## src/rtl/rsi_pkg.sv

```systemverilog
// shared types and constants of the relative strength index block
package rsi_pkg;

    localparam int WIN_W        = 9;
    localparam int MAX_WINDOW   = 256;
    localparam int MIN_WINDOW   = 2;
    localparam int WINDOW_RESET = 14;

    localparam int SAMPLE_W = 32;
    localparam int MAG_W    = 32;
    localparam int AVG_W    = 48;
    localparam int PROD_W   = 63;
    localparam int DVD_W    = 64;
    localparam int REM_W    = 49;
    localparam int RSI_W    = 15;
    localparam int MUL_B_W  = 15;
    localparam int ITER_W   = 6;

    localparam logic [RSI_W-1:0]  RSI_FULL    = RSI_W'(25600);
    localparam logic [ITER_W-1:0] WARM_ITER   = ITER_W'(57);
    localparam logic [ITER_W-1:0] SMOOTH_ITER = ITER_W'(48);
    localparam logic [ITER_W-1:0] RSI_ITER    = ITER_W'(15);

    typedef enum logic [3:0] {
        S_IDLE,
        S_PREP,
        S_MUL,
        S_DIV_START,
        S_DIV_WAIT,
        S_RSI_MUL,
        S_RSI_START,
        S_RSI_WAIT,
        S_OUT
    } rsi_state_t;

    typedef struct packed {
        logic              start;
        logic [ITER_W-1:0] iterations;
    } div_cmd_t;

    typedef struct packed {
        logic busy;
        logic done;
    } div_sts_t;

endpackage

```

## src/rtl/rsi_divider.sv

```systemverilog
// shared restoring divider, one quotient bit per cycle
module rsi_divider (
    input  logic                      clk,
    input  logic                      rst_n,
    input  rsi_pkg::div_cmd_t         cmd,
    input  logic [rsi_pkg::REM_W-1:0] divisor,
    input  logic [rsi_pkg::REM_W-1:0] rem_init,
    input  logic [rsi_pkg::DVD_W-1:0] dvd_init,
    output rsi_pkg::div_sts_t         sts,
    output logic [rsi_pkg::DVD_W-1:0] quotient
);
    import rsi_pkg::*;

    logic              busy_reg;
    logic              done_reg;
    logic [ITER_W-1:0] count_reg;
    logic [REM_W-1:0]  rem_reg;
    logic [DVD_W-1:0]  dvd_reg;
    logic [REM_W-1:0]  divisor_reg;

    logic [REM_W:0]    cand;
    logic [REM_W:0]    diff;
    logic              q_bit;

    assign cand  = {rem_reg, dvd_reg[DVD_W-1]};
    assign diff  = cand - {1'b0, divisor_reg};
    assign q_bit = (cand >= {1'b0, divisor_reg});

    always_ff @(posedge clk or negedge rst_n)
    begin
        if (!rst_n)
        begin
            busy_reg  <= 1'b0;
            done_reg  <= 1'b0;
            count_reg <= '0;
        end
        else
        begin
            done_reg <= 1'b0;
            if (cmd.start)
            begin
                busy_reg  <= 1'b1;
                count_reg <= cmd.iterations;
            end
            else if (busy_reg)
            begin
                count_reg <= count_reg - ITER_W'(1);
                if (count_reg == ITER_W'(1))
                begin
                    busy_reg <= 1'b0;
                    done_reg <= 1'b1;
                end
            end
        end
    end

    always_ff @(posedge clk)
    begin
        if (cmd.start)
        begin
            rem_reg     <= rem_init;
            dvd_reg     <= dvd_init;
            divisor_reg <= divisor;
        end
        else if (busy_reg)
        begin
            rem_reg <= q_bit ? diff[REM_W-1:0] : cand[REM_W-1:0];
            dvd_reg <= {dvd_reg[DVD_W-2:0], q_bit};
        end
    end

    assign sts.busy = busy_reg;
    assign sts.done = done_reg;
    assign quotient = dvd_reg;

endmodule

```

## src/rtl/relative_strength_index.sv

```systemverilog
// relative strength index with wilder smoothing, top level and sequencer
//
// One sample is taken per request while the block is idle. The first sample of a series
// and the warm-up samples before the last one give no result. Every sample that gives a
// result runs two divisions by the window length and one ratio division through a single
// shared divider that makes one quotient bit per cycle: SMOOTH_ITER divider steps for each
// smoothing division in steady state, WARM_ITER for each first average at the last warm-up
// sample and RSI_ITER for the ratio. When the average loss is zero the ratio division is
// skipped. A finished result waits in the output register while the next sample is
// already taken; the block holds its last step only when that register is still full. A
// write on the config channel sets the window length, clamped to 2..256, and starts a new
// series with the next sample.
module relative_strength_index (
    input  logic        clk,
    input  logic        rst_n,
    input  logic        cfg_valid,
    output logic        cfg_ready,
    input  logic [8:0]  cfg_data,       // window_length
    input  logic        s_axis_tvalid,
    output logic        s_axis_tready,
    input  logic [31:0] s_axis_tdata,   // sample
    input  logic        s_axis_tuser,   // series_start
    output logic        m_axis_tvalid,
    input  logic        m_axis_tready,
    output logic [15:0] m_axis_tdata,   // rsi_value, zero pad
    output logic        m_axis_tuser    // no_loss
);
    import rsi_pkg::*;

    rsi_state_t state_reg;
    rsi_state_t state_next;

    logic [WIN_W-1:0]           n_reg;
    logic [WIN_W-1:0]           count_reg;
    logic signed [SAMPLE_W-1:0] prev_reg;
    logic signed [SAMPLE_W-1:0] sample_reg;
    logic                       start_reg;
    logic [AVG_W-1:0]           gain_avg_reg;
    logic [AVG_W-1:0]           loss_avg_reg;
    logic [MAG_W-1:0]           gain_reg;
    logic [MAG_W-1:0]           loss_reg;
    logic                       warm_reg;
    logic                       sel_loss_reg;
    logic [PROD_W-1:0]          prod_reg;
    logic [REM_W-1:0]           tsum_reg;
    logic                       out_valid_reg;
    logic [RSI_W-1:0]           out_rsi_reg;
    logic                       out_noloss_reg;
    logic [RSI_W-1:0]           res_rsi_reg;
    logic                       res_noloss_reg;

    logic                       in_accept;
    logic                       new_series;
    logic signed [SAMPLE_W:0]   diff;
    logic [SAMPLE_W:0]          neg_diff;
    logic [MAG_W-1:0]           gain_now;
    logic [MAG_W-1:0]           loss_now;
    logic [WIN_W:0]             count_inc;
    logic                       warm_phase;
    logic [AVG_W-1:0]           avg_sel;
    logic [MAG_W-1:0]           x_sel;
    logic [AVG_W-1:0]           mul_a;
    logic [MUL_B_W-1:0]         mul_b;
    logic [PROD_W-1:0]          mul_p;
    logic [56:0]                smooth_num;
    logic [DVD_W-1:0]           rsi_num;
    logic                       out_free;
    logic [WIN_W-1:0]           cfg_clamped;

    div_cmd_t                   div_cmd;
    div_sts_t                   div_sts;
    logic [REM_W-1:0]           div_divisor;
    logic [REM_W-1:0]           div_rem_init;
    logic [DVD_W-1:0]           div_dvd_init;
    logic [DVD_W-1:0]           div_quotient;

    rsi_divider u_div (
        .clk      (clk),
        .rst_n    (rst_n),
        .cmd      (div_cmd),
        .divisor  (div_divisor),
        .rem_init (div_rem_init),
        .dvd_init (div_dvd_init),
        .sts      (div_sts),
        .quotient (div_quotient)
    );

    assign in_accept  = s_axis_tvalid && s_axis_tready;
    assign new_series = start_reg || (count_reg == '0);
    assign diff       = {sample_reg[SAMPLE_W-1], sample_reg} - {prev_reg[SAMPLE_W-1], prev_reg};
    assign neg_diff   = -diff;
    assign gain_now   = (diff > 0) ? diff[MAG_W-1:0] : '0;
    assign loss_now   = (diff < 0) ? neg_diff[MAG_W-1:0] : '0;
    assign count_inc  = {1'b0, count_reg} + (WIN_W+1)'(1);
    assign warm_phase = (count_reg < n_reg);
    assign avg_sel    = sel_loss_reg ? loss_avg_reg : gain_avg_reg;
    assign x_sel      = sel_loss_reg ? loss_reg : gain_reg;
    assign mul_p      = PROD_W'(mul_a) * PROD_W'(mul_b);
    assign smooth_num = prod_reg[56:0] + {9'b0, x_sel, 16'b0};
    assign rsi_num    = {1'b0, prod_reg} + DVD_W'(tsum_reg >> 1);
    assign out_free   = !out_valid_reg || m_axis_tready;

    always_comb
    begin
        cfg_clamped = cfg_data;
        if (cfg_data < WIN_W'(MIN_WINDOW))
        begin
            cfg_clamped = WIN_W'(MIN_WINDOW);
        end
        else if (cfg_data > WIN_W'(MAX_WINDOW))
        begin
            cfg_clamped = WIN_W'(MAX_WINDOW);
        end
    end

    // next state
    always_comb
    begin
        state_next = state_reg;
        unique case (state_reg)
            S_IDLE:
            begin
                if (in_accept)
                begin
                    state_next = S_PREP;
                end
            end
            S_PREP:
            begin
                if (new_series)
                begin
                    state_next = S_IDLE;
                end
                else if (warm_phase)
                begin
                    state_next = (count_inc < {1'b0, n_reg}) ? S_IDLE : S_DIV_START;
                end
                else
                begin
                    state_next = S_MUL;
                end
            end
            S_MUL:
            begin
                state_next = S_DIV_START;
            end
            S_DIV_START:
            begin
                state_next = S_DIV_WAIT;
            end
            S_DIV_WAIT:
            begin
                if (div_sts.done)
                begin
                    if (sel_loss_reg)
                    begin
                        state_next = S_RSI_MUL;
                    end
                    else
                    begin
                        state_next = warm_reg ? S_DIV_START : S_MUL;
                    end
                end
            end
            S_RSI_MUL:
            begin
                state_next = (loss_avg_reg == '0) ? S_OUT : S_RSI_START;
            end
            S_RSI_START:
            begin
                state_next = S_RSI_WAIT;
            end
            S_RSI_WAIT:
            begin
                if (div_sts.done)
                begin
                    state_next = S_OUT;
                end
            end
            S_OUT:
            begin
                if (out_free)
                begin
                    state_next = S_IDLE;
                end
            end
            default:
            begin
                state_next = S_IDLE;
            end
        endcase
    end

    // sequencer outputs
    always_comb
    begin
        s_axis_tready      = 1'b0;
        div_cmd.start      = 1'b0;
        div_cmd.iterations = SMOOTH_ITER;
        div_divisor        = REM_W'(n_reg);
        div_rem_init       = '0;
        div_dvd_init       = '0;
        mul_a              = avg_sel;
        mul_b              = MUL_B_W'(n_reg - WIN_W'(1));
        unique case (state_reg) inside
            S_IDLE:
            begin
                s_axis_tready = 1'b1;
            end
            S_DIV_START:
            begin
                div_cmd.start = 1'b1;
                if (warm_reg)
                begin
                    div_cmd.iterations = WARM_ITER;
                    div_dvd_init       = {avg_sel[40:0], 23'b0};
                end
                else
                begin
                    div_rem_init = REM_W'(smooth_num[56:48]);
                    div_dvd_init = {smooth_num[47:0], 16'b0};
                end
            end
            S_RSI_MUL:
            begin
                mul_a = gain_avg_reg;
                mul_b = RSI_FULL;
            end
            S_RSI_START:
            begin
                div_cmd.start      = 1'b1;
                div_cmd.iterations = RSI_ITER;
                div_divisor        = tsum_reg;
                div_rem_init       = rsi_num[DVD_W-1:RSI_W];
                div_dvd_init       = {rsi_num[RSI_W-1:0], (DVD_W-RSI_W)'(0)};
            end
            S_PREP, S_MUL, S_DIV_WAIT, S_RSI_WAIT, S_OUT:
            begin
            end
            default:
            begin
            end
        endcase
    end

    always_ff @(posedge clk or negedge rst_n)
    begin
        if (!rst_n)
        begin
            state_reg     <= S_IDLE;
            n_reg         <= WIN_W'(WINDOW_RESET);
            count_reg     <= '0;
            prev_reg      <= '0;
            gain_avg_reg  <= '0;
            loss_avg_reg  <= '0;
            out_valid_reg <= 1'b0;
        end
        else
        begin
            state_reg <= state_next;
            if (m_axis_tready)
            begin
                out_valid_reg <= 1'b0;
            end
            if (cfg_valid && cfg_ready)
            begin
                n_reg     <= cfg_clamped;
                count_reg <= '0;
            end
            unique case (state_reg)
                S_PREP:
                begin
                    prev_reg <= sample_reg;
                    if (new_series)
                    begin
                        count_reg    <= WIN_W'(1);
                        gain_avg_reg <= '0;
                        loss_avg_reg <= '0;
                    end
                    else if (warm_phase)
                    begin
                        count_reg    <= count_inc[WIN_W-1:0];
                        gain_avg_reg <= gain_avg_reg + AVG_W'(gain_now);
                        loss_avg_reg <= loss_avg_reg + AVG_W'(loss_now);
                    end
                    else
                    begin
                        count_reg <= n_reg;
                    end
                end
                S_DIV_WAIT:
                begin
                    if (div_sts.done)
                    begin
                        if (sel_loss_reg)
                        begin
                            loss_avg_reg <= div_quotient[AVG_W-1:0];
                        end
                        else
                        begin
                            gain_avg_reg <= div_quotient[AVG_W-1:0];
                        end
                    end
                end
                S_OUT:
                begin
                    if (out_free)
                    begin
                        out_valid_reg <= 1'b1;
                    end
                end
                default:
                begin
                end
            endcase
        end
    end

    // datapath registers
    always_ff @(posedge clk)
    begin
        if (in_accept)
        begin
            sample_reg <= s_axis_tdata;
            start_reg  <= s_axis_tuser;
        end
        unique case (state_reg)
            S_PREP:
            begin
                gain_reg     <= gain_now;
                loss_reg     <= loss_now;
                warm_reg     <= warm_phase;
                sel_loss_reg <= 1'b0;
            end
            S_MUL:
            begin
                prod_reg <= mul_p;
            end
            S_DIV_WAIT:
            begin
                if (div_sts.done)
                begin
                    sel_loss_reg <= 1'b1;
                end
            end
            S_RSI_MUL:
            begin
                prod_reg       <= mul_p;
                tsum_reg       <= REM_W'(gain_avg_reg) + REM_W'(loss_avg_reg);
                res_rsi_reg    <= RSI_FULL;
                res_noloss_reg <= 1'b1;
            end
            S_RSI_WAIT:
            begin
                if (div_sts.done)
                begin
                    res_rsi_reg    <= div_quotient[RSI_W-1:0];
                    res_noloss_reg <= 1'b0;
                end
            end
            S_OUT:
            begin
                if (out_free)
                begin
                    out_rsi_reg    <= res_rsi_reg;
                    out_noloss_reg <= res_noloss_reg;
                end
            end
            default:
            begin
            end
        endcase
    end

    assign cfg_ready     = 1'b1;
    assign m_axis_tvalid = out_valid_reg;
    assign m_axis_tdata  = {1'b0, out_rsi_reg};
    assign m_axis_tuser  = out_noloss_reg;

`ifndef NO_ASSERTIONS
    a_rsi_range: assert property (@(posedge clk) disable iff (!rst_n)
        m_axis_tvalid |-> (m_axis_tdata[14:0] <= RSI_FULL))
        else $error("rsi value above full scale");

    a_noloss_full: assert property (@(posedge clk) disable iff (!rst_n)
        (m_axis_tvalid && m_axis_tuser) |-> (m_axis_tdata[14:0] == RSI_FULL))
        else $error("no-loss result not at full scale");

    a_count_bound: assert property (@(posedge clk) disable iff (!rst_n)
        count_reg <= n_reg)
        else $error("sample count beyond window");

    a_div_done_wait: assert property (@(posedge clk) disable iff (!rst_n)
        div_sts.done |-> (state_reg == S_DIV_WAIT || state_reg == S_RSI_WAIT))
        else $error("divider finished outside a wait state");

    a_div_start_idle: assert property (@(posedge clk) disable iff (!rst_n)
        div_cmd.start |-> !div_sts.busy)
        else $error("divider restarted while busy");
`endif

endmodule

```

## config.mk

```make
export PLATFORM = sky130hd
export DESIGN_NAME = relative_strength_index
export DESIGN_NICKNAME = d
export VERILOG_FILES = /design/src/rtl/rsi_pkg.sv /design/src/rtl/rsi_divider.sv /design/src/rtl/relative_strength_index.sv
export SDC_FILE = /design/constraint.sdc
export NUM_CORES = 2
export LEC_CHECK = 0
export ABC_CLOCK_PERIOD_IN_PS = 9100
export BUFFER_PORTS_ARGS = -buffer_cell sky130_fd_sc_hd__buf_4
export CAP_MARGIN = 15
export CORE_ASPECT_RATIO = 0.9
export CORE_UTILIZATION = 25
export DETAILED_ROUTE_END_ITERATION = 8
export PLACE_DENSITY = 0.47
export SLEW_MARGIN = 20
export SYNTH_ARGS = -nofsm -noshare
export SYNTH_HDL_FRONTEND = slang
export SYNTH_HIERARCHICAL = 1
export SYNTH_SLANG_ARGS = --single-unit
```

## constraint.sdc

```tcl
create_clock -name clk -period 9.1 [get_ports clk]
set_input_delay 0.91 -clock clk [delete_from_list [all_inputs] [get_ports clk]]
set_output_delay 0.91 -clock clk [all_outputs]
set_load 0.1 [all_outputs]
```

# Word level (Yosys, flattened, before mapping)
# Cells that the tools add are included.
[totals]
ff_bits = 564
latchBits = 0
ramBits = 0
rom_bits = 0
input_bits = 47
output_inout_bits = 20
memories = 0
[op_classes]
n_addsub = 11
multipliers = 1
div = 0
magnitude_cmp = 7
eq_ne = 16
shift = 0
n_mux = 63
bitwise = 0
reduce_logical = 18
[ops]
columns = ["op", "n"]
rows = [
  ["$mux 48", 10],
  ["$mux 64", 3],
  ["$pmux 48 s2", 2],
  ["$mux 49", 3],
  ["$pmux 64 s2", 1],
  ["$pmux 49 s2", 1],
  ["$add 48x32->48", 2],
  ["$mux 32", 3],
  ["$mux 9", 8],
  ["$add 63x48->64", 1],
  ["$mul 48x15->63", 1],
  ["$add 57x48->57", 1],
  ["$ge 50x49->1", 1],
  ["$add 48x48->49", 1],
  ["$sub 49x49->49", 1],
  ["$logic_not 48->1", 1],
  ["$pmux 4 s9", 1],
  ["$gt 33x1->1 const B", 1],
  ["$lt 33x1->1 const B", 1],
  ["$sub 32x32->33", 1],
  ["$neg 32->32", 1],
  ["$mux 15", 2],
  ["$pmux 15 s2", 1],
  ["$mux 4", 6],
  ["other kinds (30)", 62],
]

# Logic depth before layout (Yosys ltp)
[logic_depth]
depth_word = 7
ltp_mapped = 33

# Cells and area by module
# The synthesis kept the hierarchy.
[modules_own_cells]
columns = ["module", "instances", "cells_per_inst", "area_each_um2"]
rows = [
  ["relative_strength_index", 1, 5992, 52490.3],
  ["rsi_divider", 1, 920, 10334.9],
]

# Worst setup path before layout
# Ideal clock, no wire load.
[synth_path]
kind = "flip-flop to flip-flop"
startpoint = "register state_reg[3]"
endpoint = "register prod_reg[61], data pin"
setup_time_ns = 0.258
arrival_ns = 9.160
setup_slack_ns = -0.317
stages_incl_launch_ff = 29
path_buffers = 4
cell_sequence = "dfrtp_1 nand2b_1 clkbuf_1 or2_2 clkbuf_1 inv_1 clkbuf_1 clkbuf_1 a21oi_1 fa_1 inv_1 fa_1 fa_1 fa_1 fa_1 inv_1 fa_1 inv_1 ha_1 nand4_1 nor3_1 o311ai_0 a2111oi_0 o2111ai_1 a21oi_1 o221ai_1 o31ai_1 a21oi_1 xnor2_1"
[synth_between]
elab_chain_len = 3
elab_cells_between_ends = 4
[synth_rtl]
columns = ["item", "line", "text"]
rows = [
  ["start, declared", "relative_strength_index.sv:30", "rsi_state_t state_reg;"],
  ["start signal, assigned", "relative_strength_index.sv:260", "state_reg <= state_next;"],
  ["$eq 4x3->1 *", "n/a", ""],
  ["$mux 48 / $mux 15 (equally long branches)", "relative_strength_index.sv:205", "unique case (state_reg) inside"],
  ["$mul 48x15->63 *", "relative_strength_index.sv:98", "assign mul_p = PROD_W'(mul_a) * PROD_W'(mul_b);"],
  ["via mul_p[61]", "relative_strength_index.sv:64", "logic [PROD_W-1:0] mul_p;"],
  ["end signal, assigned", "relative_strength_index.sv:337", "prod_reg <= mul_p;"],
  ["end signal, assigned", "relative_strength_index.sv:348", "prod_reg <= mul_p;"],
  ["end, declared", "relative_strength_index.sv:44", "logic [PROD_W-1:0] prod_reg;"],
]
# The timed path passes the listed nets; every way through them passes the cells marked *.
# A chain may end at the register's enable or synchronous reset.

# Worst setup path after layout
[layout_path]
startpoint = "register sel_loss_reg"
endpoint = "register prod_reg[60], data pin"
[layout_between]
elab_chain_len = 3
[layout_rtl]
columns = ["item", "line", "text"]
rows = [
  ["start, declared", "relative_strength_index.sv:43", "logic sel_loss_reg;"],
  ["start signal, assigned", "relative_strength_index.sv:333", "sel_loss_reg <= 1'b0;"],
  ["start signal, assigned", "relative_strength_index.sv:343", "sel_loss_reg <= 1'b1;"],
  ["$mux 48", "relative_strength_index.sv:96", "assign avg_sel = sel_loss_reg ? loss_avg_reg : gain_avg_reg;"],
  ["$mux 48", "relative_strength_index.sv:205", ""],
  ["$mul 48x15->63", "relative_strength_index.sv:98", ""],
  ["via mul_p[60]", "relative_strength_index.sv:64", ""],
]
# The timed path passes the listed nets, and every way through them passes these cells.

==> impl_results.md <==
- Post-synthesis cell area: 0.0628 mm^2
- Placeable Area: 0.250 mm^2
- Vias in the first global route: 53,000
- Final Skew: 0.0504 ns
- Number of placed I/O pins: 67
- Actual transition at the worst max-transition pin: 1.08 ns
- DR vias/cell: 5.14
- R2r worst-path depth: 24
- Max FO, Critical Path: 32
- Area enclosed by the die boundary: 0.253 mm^2
- Start-to-end type of the worst setup path: reg -> reg
- Non-filler cells, final: 10,500
- Max-capacitance violation count: 0
- Status: complete, no violations
- Total routed wirelength: 259,000 um
- Clock latency of the later-clocked register in the worst-skew pair: 0.73 ns
- Iteration-0 DRC Markers: 6,109
- Max FFs per register: 64
- Layout filler cell count: 26,600
- Post-DP HPWL: 213,000 um
- Post-CTS clock slew at the launch and capture registers of the worst setup and hold paths: 0.06 ns
- Number of buffers added by the clock tree synthesis step: 74
- Final worst path period share: 0.972
- Syn avg cell area: 9.09 um^2
- Final Hold Vio Count: 0
- Largest buffer count on any clock path: 3
- Cell count after synthesis: 6,911
- Required time at the worst-slack endpoint: 9.56 ns
- Count of unresolved DRC violations after routing: 0
- Chip Width: 530 um
- Setup crit start kind: register
- Layout Area Growth over Synthesis: 13.7%
- Detailed-routing iteration count for the pre-antenna-repair pass: 6
- Post-layout nets: 8,119
- Fin crit period: 8.85 ns
- Clock root cell: clkbuf_16
- Setup slack of the worst register-to-register path: 0.25 ns
- Maximum number of pins on one net before global-route repair: 74
- Max-slew violation count: 0
- Placer's final routability congestion estimate: 0.988
- Total global-route track usage: 0.202
- Post-route ant nets: 0
- Worst setup EP type: register
- RSZ-0062 raised after global routing: no
- Total of hold buffers inserted after clock tree synthesis: 0
- # setup viols final: 0
- Antenna violations before repair: 18
- Max H-tree Level: 3
- Arrival time at the worst endpoint: 9.31 ns
- Max Freq: 113 MHz
- Clock tree from TritonCTS: done
- Relative slew slack: 0.271
- Routed vias: 53,700
- Count of input and output buffers: 64
- Clk sinks: 564
- Share of final-layout standard cells stronger than drive strength 1: 0.101
- Row count: 174
- Critical R2R Launch: sel_loss_reg
- Warning count from the yosys run: 6
- First-pass GRT wire length: 376,000 um
- Starting utilization of the core area: 0.252
- Number of cells in the design after placement: 10,300
- Chip Height: 478 um
- Post-detailed-route wirelength per cell: 24.8 um
- Critical Path Start: sel_loss_reg
- Overflow left after global routing: 0
- Class of the worst hold path: in -> async
-- metal layers --
metal	wire length, um	GRT usage	up-vias	part of all wire
li1	-	-	24100	-
met1	122000	0.303	27100	0.47
met2	108000	0.296	2183	0.42
met3	21300	0.0311	300	0.082
met4	7630	0.0562	6	0.029
met5	35	0	-	0.00013
-- critical path, stage by stage (launching register included) --
cell,delay (ns)
edfxtp_1,0.43
buf_12,0.27
mux2i_1,0.89
a21oi_1,0.36
nand2_1,0.19
fa_1,0.40
inv_1,0.09
fa_1,0.42
fa_1,0.52
inv_1,0.05
fa_1,0.48
inv_1,0.06
fa_1,0.51
fa_1,0.50
ha_1,0.43
nand2_1,0.07
or4_1,0.56
nand4_1,0.22
nand4_1,0.21
a2111o_1,0.54
a311oi_2,0.51
nand2b_1,0.21
a21oi_1,0.16
o31ai_1,0.31
xor2_1,0.10
-- layout by cell type, fill, tap and decap left out, types with 22 or more instances in the layout --
cell type,instances
ha_1,424
nand2_1,727
o21a_1,48
nand3_1,109
and3_1,100
mux2_2,159
mux2i_1,47
nand4_1,74
a22oi_1,29
nor2b_1,46
a211oi_1,54
nor2_1,632
and2_1,70
o22ai_1,22
nor4_1,29
nor3_1,123
o21bai_1,46
a31oi_1,62
xor2_1,126
a221oi_1,47
buf_4,319
a21o_1,187
fa_1,601
clkbuf_16,75
o21ai_0,293
inv_1,830
o31ai_1,31
a21boi_0,25
o211ai_1,39
or3_1,31
a21oi_1,428
nand2b_1,58
dfrtp_1,156
xnor2_1,203
edfxtp_1,405
-- per-stage QoR --
step,setup TNS [ns],area (um^2),setup slack [ns],hold WS (ns),util
floorplan,0,62900,0.650,0.400,-
global placement,0,68600,0.146,0.404,0.275
detailed placement,-0.0997,68600,-0.0590,0.406,0.275
CTS,0,71300,0.112,0.164,0.285
global route,0,71400,0.0197,0.198,0.286
finish,0,71400,0.254,0.183,0.286
-- cell type report --
class | count | area (um^2) | share of cell area
multi-input combinational | 5244 | 42700 | 0.598
clock buffer | 96 | 2060 | 0.0288
inverter | 834 | 3140 | 0.0439
timing repair buffer | 329 | 2580 | 0.0361
antenna | 3 | 7.51 | 0.000105
tap | 3344 | 4180 | 0.0586
clock inverter | 42 | 624 | 0.00874
sequential | 564 | 16100 | 0.226
-- repair_timing --
item | 4_1_cts | 5_1_grt
resized for setup | 2 | 19
setup endpoints to repair | 7 | 22
pin swaps | 0 | 2
setup buffers | 0 | 3
-- worst paths after layout --
kind,to
max,prod_reg[60]
min,prev_reg[8]
max reg2reg,prod_reg[60]
min reg2reg,out_rsi_reg[10]
max in group asynchronous,u_div/count_reg[4]
min in group clk,start_reg
Power is left out: the tool's default activity adds up to more than one toggle a clock period on the data nets, which glitch-free logic cannot reach.
